--- src/uart_interrupt_ring_buffers_unit_assert.svh ---
// Assertion macros used by the ring buffer datapath module.
// Both expect clk_i and rst_ni in the scope of use.
`ifndef UART_INTERRUPT_RING_BUFFERS_UNIT_ASSERT_SVH
`define UART_INTERRUPT_RING_BUFFERS_UNIT_ASSERT_SVH

`ifndef SYNTHESIS
`define UIRB_ASSERT(lbl, prop) \
  lbl: assert property (@(posedge clk_i) disable iff (!rst_ni) prop) \
    else $error("uirb assertion failed");
`define UIRB_ASSERT_NEVER(lbl, expr) \
  lbl: assert property (@(posedge clk_i) disable iff (!rst_ni) !(expr)) \
    else $error("uirb forbidden condition seen");
`else
`define UIRB_ASSERT(lbl, prop)
`define UIRB_ASSERT_NEVER(lbl, expr)
`endif

`endif

--- src/uirb_pkg.sv ---
package uirb_pkg;

  localparam int unsigned RingDepthDefault = 256;

  localparam int unsigned IrqRxBit = 0;
  localparam int unsigned IrqTxBit = 1;

  typedef enum logic [1:0] {
    ActRead    = 2'd0,
    ActWrite   = 2'd1,
    ActTxReady = 2'd2,
    ActRxByte  = 2'd3
  } action_e;

  typedef struct packed {
    logic [1:0] action;
    logic [7:0] data_byte;
  } in_t;

  typedef struct packed {
    logic [7:0] read_data;
    logic       read_valid;
    logic       write_accepted;
    logic [7:0] line_byte;
    logic       line_valid;
    logic       rx_dropped;
    logic       rx_irq_enable;
    logic       tx_irq_enable;
  } out_t;

  // controller -> datapath
  typedef struct packed {
    logic capture;  // take the request from the input port
    logic load;     // move the result into the output register
  } cmd_t;

endpackage

--- src/uirb_ctrl.sv ---
module uirb_ctrl (
  input  logic           clk_i,
  input  logic           rst_ni,
  input  logic           in_valid_i,
  output logic           in_ready_o,
  output logic           out_valid_o,
  input  logic           out_ready_i,
  output uirb_pkg::cmd_t cmd_o
);

  typedef enum logic {
    StIdle,
    StLoad
  } state_e;

  state_e state_q;
  logic   out_valid_q;
  logic   can_load;

  // output slot is free, or is being emptied this cycle
  assign can_load = !out_valid_q || out_ready_i;

  assign in_ready_o    = (state_q == StIdle);
  assign out_valid_o   = out_valid_q;
  assign cmd_o.capture = (state_q == StIdle) && in_valid_i;
  assign cmd_o.load    = (state_q == StLoad) && can_load;

  always_ff @(posedge clk_i or negedge rst_ni) begin
    if (!rst_ni) begin
      state_q     <= StIdle;
      out_valid_q <= 1'b0;
    end else begin
      case (state_q)
        StIdle: begin
          if (in_valid_i) state_q <= StLoad;
        end
        StLoad: begin
          if (can_load) state_q <= StIdle;
        end
        default: state_q <= StIdle;
      endcase
      if ((state_q == StLoad) && can_load) begin
        out_valid_q <= 1'b1;
      end else if (out_ready_i) begin
        out_valid_q <= 1'b0;
      end
    end
  end

endmodule

--- src/uirb_datapath.sv ---
`include "uart_interrupt_ring_buffers_unit_assert.svh"

module uirb_datapath #(
  parameter int unsigned RING_DEPTH = uirb_pkg::RingDepthDefault
) (
  input  logic           clk_i,
  input  logic           rst_ni,
  input  uirb_pkg::cmd_t cmd_i,
  input  uirb_pkg::in_t  in_i,
  output uirb_pkg::out_t out_o
);

  localparam int unsigned PW = $clog2(RING_DEPTH);
  localparam logic [PW-1:0] PtrLast = PW'(RING_DEPTH - 1);

  function automatic logic [PW-1:0] nxt(input logic [PW-1:0] p);
    return (p == PtrLast) ? '0 : p + 1'b1;
  endfunction

  logic [7:0] rx_mem [RING_DEPTH];
  logic [7:0] tx_mem [RING_DEPTH];

  logic [PW-1:0] rx_rd_q, rx_rd_d, rx_wr_q, rx_wr_d;
  logic [PW-1:0] tx_rd_q, tx_rd_d, tx_wr_q, tx_wr_d;
  logic [1:0]    irq_q, irq_d;
  logic [7:0]    rx_rdata_q, tx_rdata_q;
  logic          read_valid_q, read_valid_d;
  logic          write_acc_q, write_acc_d;
  logic          line_valid_q, line_valid_d;
  logic          rx_drop_q, rx_drop_d;
  logic          rx_wr_en, tx_wr_en;
  logic          rx_empty, rx_full, tx_empty, tx_full;
  uirb_pkg::out_t out_q;

  assign rx_empty = (rx_rd_q == rx_wr_q);
  assign rx_full  = (rx_rd_q == nxt(rx_wr_q));
  assign tx_empty = (tx_rd_q == tx_wr_q);
  assign tx_full  = (tx_rd_q == nxt(tx_wr_q));

  always_comb begin
    rx_rd_d      = rx_rd_q;
    rx_wr_d      = rx_wr_q;
    tx_rd_d      = tx_rd_q;
    tx_wr_d      = tx_wr_q;
    irq_d        = irq_q;
    read_valid_d = 1'b0;
    write_acc_d  = 1'b0;
    line_valid_d = 1'b0;
    rx_drop_d    = 1'b0;
    rx_wr_en     = 1'b0;
    tx_wr_en     = 1'b0;
    case (uirb_pkg::action_e'(in_i.action))
      uirb_pkg::ActRead: begin
        irq_d[uirb_pkg::IrqRxBit] = 1'b1;
        if (!rx_empty) begin
          read_valid_d = 1'b1;
          rx_rd_d      = nxt(rx_rd_q);
        end
      end
      uirb_pkg::ActWrite: begin
        if (!tx_full) begin
          tx_wr_en    = 1'b1;
          tx_wr_d     = nxt(tx_wr_q);
          write_acc_d = 1'b1;
          irq_d[uirb_pkg::IrqTxBit] = 1'b1;
        end
      end
      uirb_pkg::ActTxReady: begin
        if (!tx_empty) begin
          line_valid_d = 1'b1;
          tx_rd_d      = nxt(tx_rd_q);
        end
      end
      uirb_pkg::ActRxByte: begin
        if (!rx_full) begin
          rx_wr_en = 1'b1;
          rx_wr_d  = nxt(rx_wr_q);
        end else begin
          rx_drop_d = 1'b1;
        end
      end
      default: ;
    endcase
    // UART events recompute both enables from occupancy after the update
    if ((in_i.action == uirb_pkg::ActTxReady) || (in_i.action == uirb_pkg::ActRxByte)) begin
      irq_d[uirb_pkg::IrqRxBit] = (rx_rd_d != nxt(rx_wr_d));
      irq_d[uirb_pkg::IrqTxBit] = (tx_rd_d != tx_wr_d);
    end
  end

  always_ff @(posedge clk_i or negedge rst_ni) begin
    if (!rst_ni) begin
      rx_rd_q      <= '0;
      rx_wr_q      <= '0;
      tx_rd_q      <= '0;
      tx_wr_q      <= '0;
      irq_q        <= '0;
      read_valid_q <= 1'b0;
      write_acc_q  <= 1'b0;
      line_valid_q <= 1'b0;
      rx_drop_q    <= 1'b0;
    end else if (cmd_i.capture) begin
      rx_rd_q      <= rx_rd_d;
      rx_wr_q      <= rx_wr_d;
      tx_rd_q      <= tx_rd_d;
      tx_wr_q      <= tx_wr_d;
      irq_q        <= irq_d;
      read_valid_q <= read_valid_d;
      write_acc_q  <= write_acc_d;
      line_valid_q <= line_valid_d;
      rx_drop_q    <= rx_drop_d;
    end
  end

  always_ff @(posedge clk_i) begin
    if (cmd_i.capture) begin
      rx_rdata_q <= rx_mem[rx_rd_q];
      tx_rdata_q <= tx_mem[tx_rd_q];
    end
    if (rx_wr_en && cmd_i.capture) rx_mem[rx_wr_q] <= in_i.data_byte;
    if (tx_wr_en && cmd_i.capture) tx_mem[tx_wr_q] <= in_i.data_byte;
  end

  always_ff @(posedge clk_i) begin
    if (cmd_i.load) begin
      out_q.read_data      <= read_valid_q ? rx_rdata_q : '0;
      out_q.read_valid     <= read_valid_q;
      out_q.write_accepted <= write_acc_q;
      out_q.line_byte      <= line_valid_q ? tx_rdata_q : '0;
      out_q.line_valid     <= line_valid_q;
      out_q.rx_dropped     <= rx_drop_q;
      out_q.rx_irq_enable  <= irq_q[uirb_pkg::IrqRxBit];
      out_q.tx_irq_enable  <= irq_q[uirb_pkg::IrqTxBit];
    end
  end

  assign out_o = out_q;

  `UIRB_ASSERT(rx_ptr_in_range, (rx_rd_q <= PtrLast) && (rx_wr_q <= PtrLast))
  `UIRB_ASSERT(tx_ptr_in_range, (tx_rd_q <= PtrLast) && (tx_wr_q <= PtrLast))
  `UIRB_ASSERT(rx_store_not_empty, cmd_i.capture && rx_wr_en |=> (rx_rd_q != rx_wr_q))
  `UIRB_ASSERT(tx_irq_after_write, cmd_i.capture && tx_wr_en |=> irq_q[uirb_pkg::IrqTxBit])

endmodule

--- src/uart_interrupt_ring_buffers_unit.sv ---
// Interrupt-driven UART ring buffers: a receive ring and a transmit ring of
// RING_DEPTH byte slots each, one slot always kept free.
// Input channel (in_valid_i / in_ready_o / in_i) carries one request: an
// action code and a data byte. Software read pops the receive ring, software
// write pushes the transmit ring, transmitter-ready moves one byte out to the
// line, received-byte stores a byte or drops it when the ring is full.
// Output channel (out_valid_o / out_ready_i / out_o) returns exactly one
// result per request, with the interrupt enables as they stand afterwards.
// Timing: a request is taken in state StIdle (ring update and registered memory
// read), the result is loaded into the output register in state StLoad, which
// raises out_valid_o. A new request is accepted only after the previous result
// has been loaded, since in_ready_o is high only in StIdle.
// A stalled receiver holds the result in the output register; the next
// request is still accepted but waits there, with in_ready_o low, until the
// output slot frees.
// Reset clears the ring pointers and both interrupt enables; ring contents
// are left as they are and never reach the output before being written.
module uart_interrupt_ring_buffers_unit #(
  parameter int unsigned RING_DEPTH = uirb_pkg::RingDepthDefault
) (
  input  logic           clk_i,
  input  logic           rst_ni,
  input  logic           in_valid_i,
  output logic           in_ready_o,
  input  uirb_pkg::in_t  in_i,
  output logic           out_valid_o,
  input  logic           out_ready_i,
  output uirb_pkg::out_t out_o
);

  uirb_pkg::cmd_t cmd;

  uirb_ctrl u_ctrl (
    .clk_i       (clk_i),
    .rst_ni      (rst_ni),
    .in_valid_i  (in_valid_i),
    .in_ready_o  (in_ready_o),
    .out_valid_o (out_valid_o),
    .out_ready_i (out_ready_i),
    .cmd_o       (cmd)
  );

  uirb_datapath #(
    .RING_DEPTH (RING_DEPTH)
  ) u_datapath (
    .clk_i  (clk_i),
    .rst_ni (rst_ni),
    .cmd_i  (cmd),
    .in_i   (in_i),
    .out_o  (out_o)
  );

endmodule

--- config.mk ---
export PLATFORM = sky130hd
export DESIGN_NAME = uart_interrupt_ring_buffers_unit
export DESIGN_NICKNAME = d
export VERILOG_FILES = /design/src/uirb_pkg.sv /design/src/uirb_ctrl.sv /design/src/uirb_datapath.sv /design/src/uart_interrupt_ring_buffers_unit.sv
export VERILOG_INCLUDE_DIRS = /design/src /design/src/src
export SDC_FILE = /design/constraint.sdc
export NUM_CORES = 2
export LEC_CHECK = 0
export CORE_ASPECT_RATIO = 1.2
export CORE_UTILIZATION = 63
export CTS_CLUSTER_SIZE = 30
export DETAILED_ROUTE_END_ITERATION = 16
export DONT_BUFFER_PORTS = 1
export GPL_TIMING_DRIVEN = 0
export PLACE_DENSITY_LB_ADDON = 0.25
export RECOVER_POWER = 25
export SYNTH_ARGS = -nofsm -noshare
export SYNTH_HDL_FRONTEND = slang
export SYNTH_SLANG_ARGS = --single-unit
--- constraint.sdc ---
create_clock -name clk_i -period 4.9 [get_ports clk_i]
set_clock_uncertainty 0.2 [all_clocks]
set_input_delay 0.735 -clock clk_i [delete_from_list [all_inputs] [get_ports clk_i]]
set_output_delay 0.735 -clock clk_i [all_outputs]
set_load 0.01 [all_outputs]
==> metrics <==
HP Start in_i[5]; hold_ws -22.0 ps; vias in the first global route 81,410; area leader, netlist edfxtp_1; Final Max Slew Viols 2,055; headroom to the max-slew limit -204%; Least-Margin Pin Slew 4560 ps; Seq cells post-synth 4,174; count leader, synth edfxtp_1; Core Area 256,000 µm²; worst reg-to-reg setup slack -240 ps; Yosys cell types 69; width of the chip 465 µm; top-area cell type share of the netlist area 76.5%; pwr dens 549 nW/µm²; Via density 7.26; Reg2Reg Depth 13; DP Area 167,000 µm²; r2r endpoint u_datapath.tx_mem[237][1]$_DFFE_PP_; post-synth net total 6,975; Post-synth top cells edfxtp_1 (4,134), mux4_2 (1,356), nor2_1 (544); final worst slack -235 ps; post-route cell area 182,000 µm²; layout cells sized above 1 33.6%; DR iter-0 viols 12,592; die area 260,000 µm²; CTS tree yes; root buffer cell clkbuf_16; complex-gate fraction of the synthesized area 0.453%; average wire per standard cell 41.2 µm; synthesized area 162,000 µm²; Setup TNS Final -29,420 ps; xor and xnor area share after synthesis 0.302%; Fin. Hold Viols 1; worst-skew pair later-pin latency 930 ps; HPWL after DPL 274,000 µm; die height 558 µm; top post-synthesis cells by area edfxtp_1 (76%), mux4_2 (19%), nor2_1 (1.3%); simple-gate share of the synthesized area 2.04%; routed via count 81,300; Final period util 105%; Syn Area/Cell 23.4 µm²; outcome complete, but fails checks; final setup fails 288; Mapped Cells 6,950; Crit path arrival time 5440 ps; post-layout min period 5140 ps; Total GRT Usage 35.5%; row count 203; Worst setup SP type flip-flop; clock slew at reported path FFs 70 ps; fin nets 7,526; final core utilization 71.4%; Initial Util 63.5%; Seq/Total Area, Yosys 77.1%; main flop type after synthesis edfxtp_1; Worst R2R Start u_datapath.tx_wr_q[1]$_DFFE_PN0P_; CP Class reg2reg; Worst Path Required 5200 ps; failing checks negative hold slack, max-capacitance violations, max-slew violations, negative setup slack; power consumption 100,000 µW; asr flop ratio synth 0.958%; drt drc 0; Max VDD drop 0.000559 V; crit end category flip-flop; Adder-Cell Fraction of Synth Area 0.0848%; I/O pin total 38; antenna-violating nets left 0; cts bufs inserted 391; Post-synth EDFFs 4,134; Max clock buf depth 4; initial antenna violation count 19; Ys Warns 0; worst setup path endpoint u_datapath.tx_mem[237][1]$_DFFE_PP_; Max Freq 195 MHz; router iterations before antenna repair 9; H-tree lvl count 5; largest family of logic cells by synthesized area multiplexers; routed wire length 461,000 µm; RSZ-0062 raised after global routing true; largest net degree at the start of global routing 475; first-pass GRT wire length 629,000 µm; GRT Residual Overflow 0; mux contribution to synthesized area 18.9%; crit path from u_datapath.tx_wr_q[1]$_DFFE_PN0P_; Critical Path Fanout Max 10; static leakage 0.0555 µW; I/O Buffers 0; area added between synthesis and finish 12.4%; hold crit path type in2reg; RePlAce Congestion 0.933; Clock Sinks 4,174; # Max-Cap Violations 24
==> power breakdown <==
part	switching, µW	internal, µW	total (µW)
registers	194	39500	39700
logic	17900	12100	30100
clock network	13300	17200	30500
==> layout by cell type, fill, tap and decap left out, drive strengths merged, types with 24 or more instances in the layout <==
cell type | synthesis | final
and2 | 25 | 25
buf | 199 | 313
bufinv | 0 | 42
clkbuf | 211 | 709
clkinv | 1 | 156
clkinvlp | 0 | 24
dfrtp | 40 | 40
edfxtp | 4134 | 4134
mux4 | 1356 | 1356
nand2 | 134 | 134
nand3 | 24 | 24
nor2 | 545 | 545
o21ai | 35 | 35
xnor2 | 26 | 26
xor2 | 30 | 30
==> what timing repair did <==
action	CTS	global route
hold buffers	20	4
buffers inserted	112	12
hold endpoints to repair	946	54
gates resized for setup	286	317
endpoints found under the setup margin	4088	3110
gates cloned	0	0
pin swaps	79	9
==> critical path: stages (launching register included) <==
cell     delay [ps]
dfrtp_1         480
ha_1            190
buf_2           200
and3_1          240
nand2_2         240
nor2_2          360
o32ai_1         170
a31o_2          290
buf_2           200
or2_1           340
buf_2           270
nor2_2          280
nand2_1         410
nor2_1          850
==> final cells by class <==
type                       instances  area [µm²]
antenna                            8        20.0
clock inverter                   229        2290
sequential                      4174      125000
tap                             3382        4230
fill                           14026       73000
clock buffer                     472       10300
multi-input combinational       2353       36900
buffer                           409        1990
timing repair buffer             159        1560
inverter                          13        48.8
==> state kept, by name (all words and copies together), names as in the netlist <==
name and flops:
u_datapath.tx_mem 2048, u_datapath.rx_rdata_q 8, u_datapath.tx_rdata_q 8, u_datapath.rx_mem 2048, u_datapath.rx_wr_q 8, u_datapath.rx_drop_q 1, u_ctrl.out_valid_o 1, u_datapath.out_o 22
u_datapath.rx_rd_q 8, u_datapath.read_valid_q 1, u_datapath.line_valid_q 1, u_datapath.tx_rd_q 8, u_ctrl.state_q 1, u_datapath.irq_q 2, u_datapath.write_acc_q 1, u_datapath.tx_wr_q 8
==> metal layers <==
layer	routed length, µm	global-route usage, %	vias up
met5	132	0	-
met4	40100	25.9	18
met3	50500	8.57	1555
met2	226000	57.4	6628
met1	144000	42.2	42446
li1	-	-	30653
==> how the worst min path moves through the flow <==
stage / end / slack (ps) / cells past startpoint
finish: u_datapath.tx_mem[38][5]$_DFFE_PP_ / -20 / 0
global route: u_datapath.rx_mem[174][3]$_DFFE_PP_ / 9 / 0
CTS: u_datapath.tx_mem[31][7]$_DFFE_PP_ / 1 / 0
detailed placement: u_datapath.out_o[12]$_DFFE_PP_ / 240 / 0
global placement: u_datapath.out_o[12]$_DFFE_PP_ / 240 / 0
floorplan: u_datapath.out_o[12]$_DFFE_PP_ / 220 / 0
==> logic make-up (layout without fill, tap and decap cells) <==
logic type / after synthesis / in the layout
xor gates and xnor gates: 56 / 56
adders and majority gates: 11 / 11
and+or+nand+nor: 800 / 800
muxes: 1375 / 1375
other: 0 / 8
AOI/OAI and AO/OA: 111 / 111
DFF: 4174 / 4174
buffers and inverters: 423 / 1282
==> stage by stage <==
step	setup WS, ps	instances	hold slack, ps
2_1_floorplan	980	6950	225
3_3_place_gp	-1640	10332	238
3_5_place_dp	-1680	10341	240
4_1_cts	-373	11174	1.34
5_1_grt	-282	11193	8.88
6_report	-235	11199	-22.0
Power figures use the tool's default switching activity.
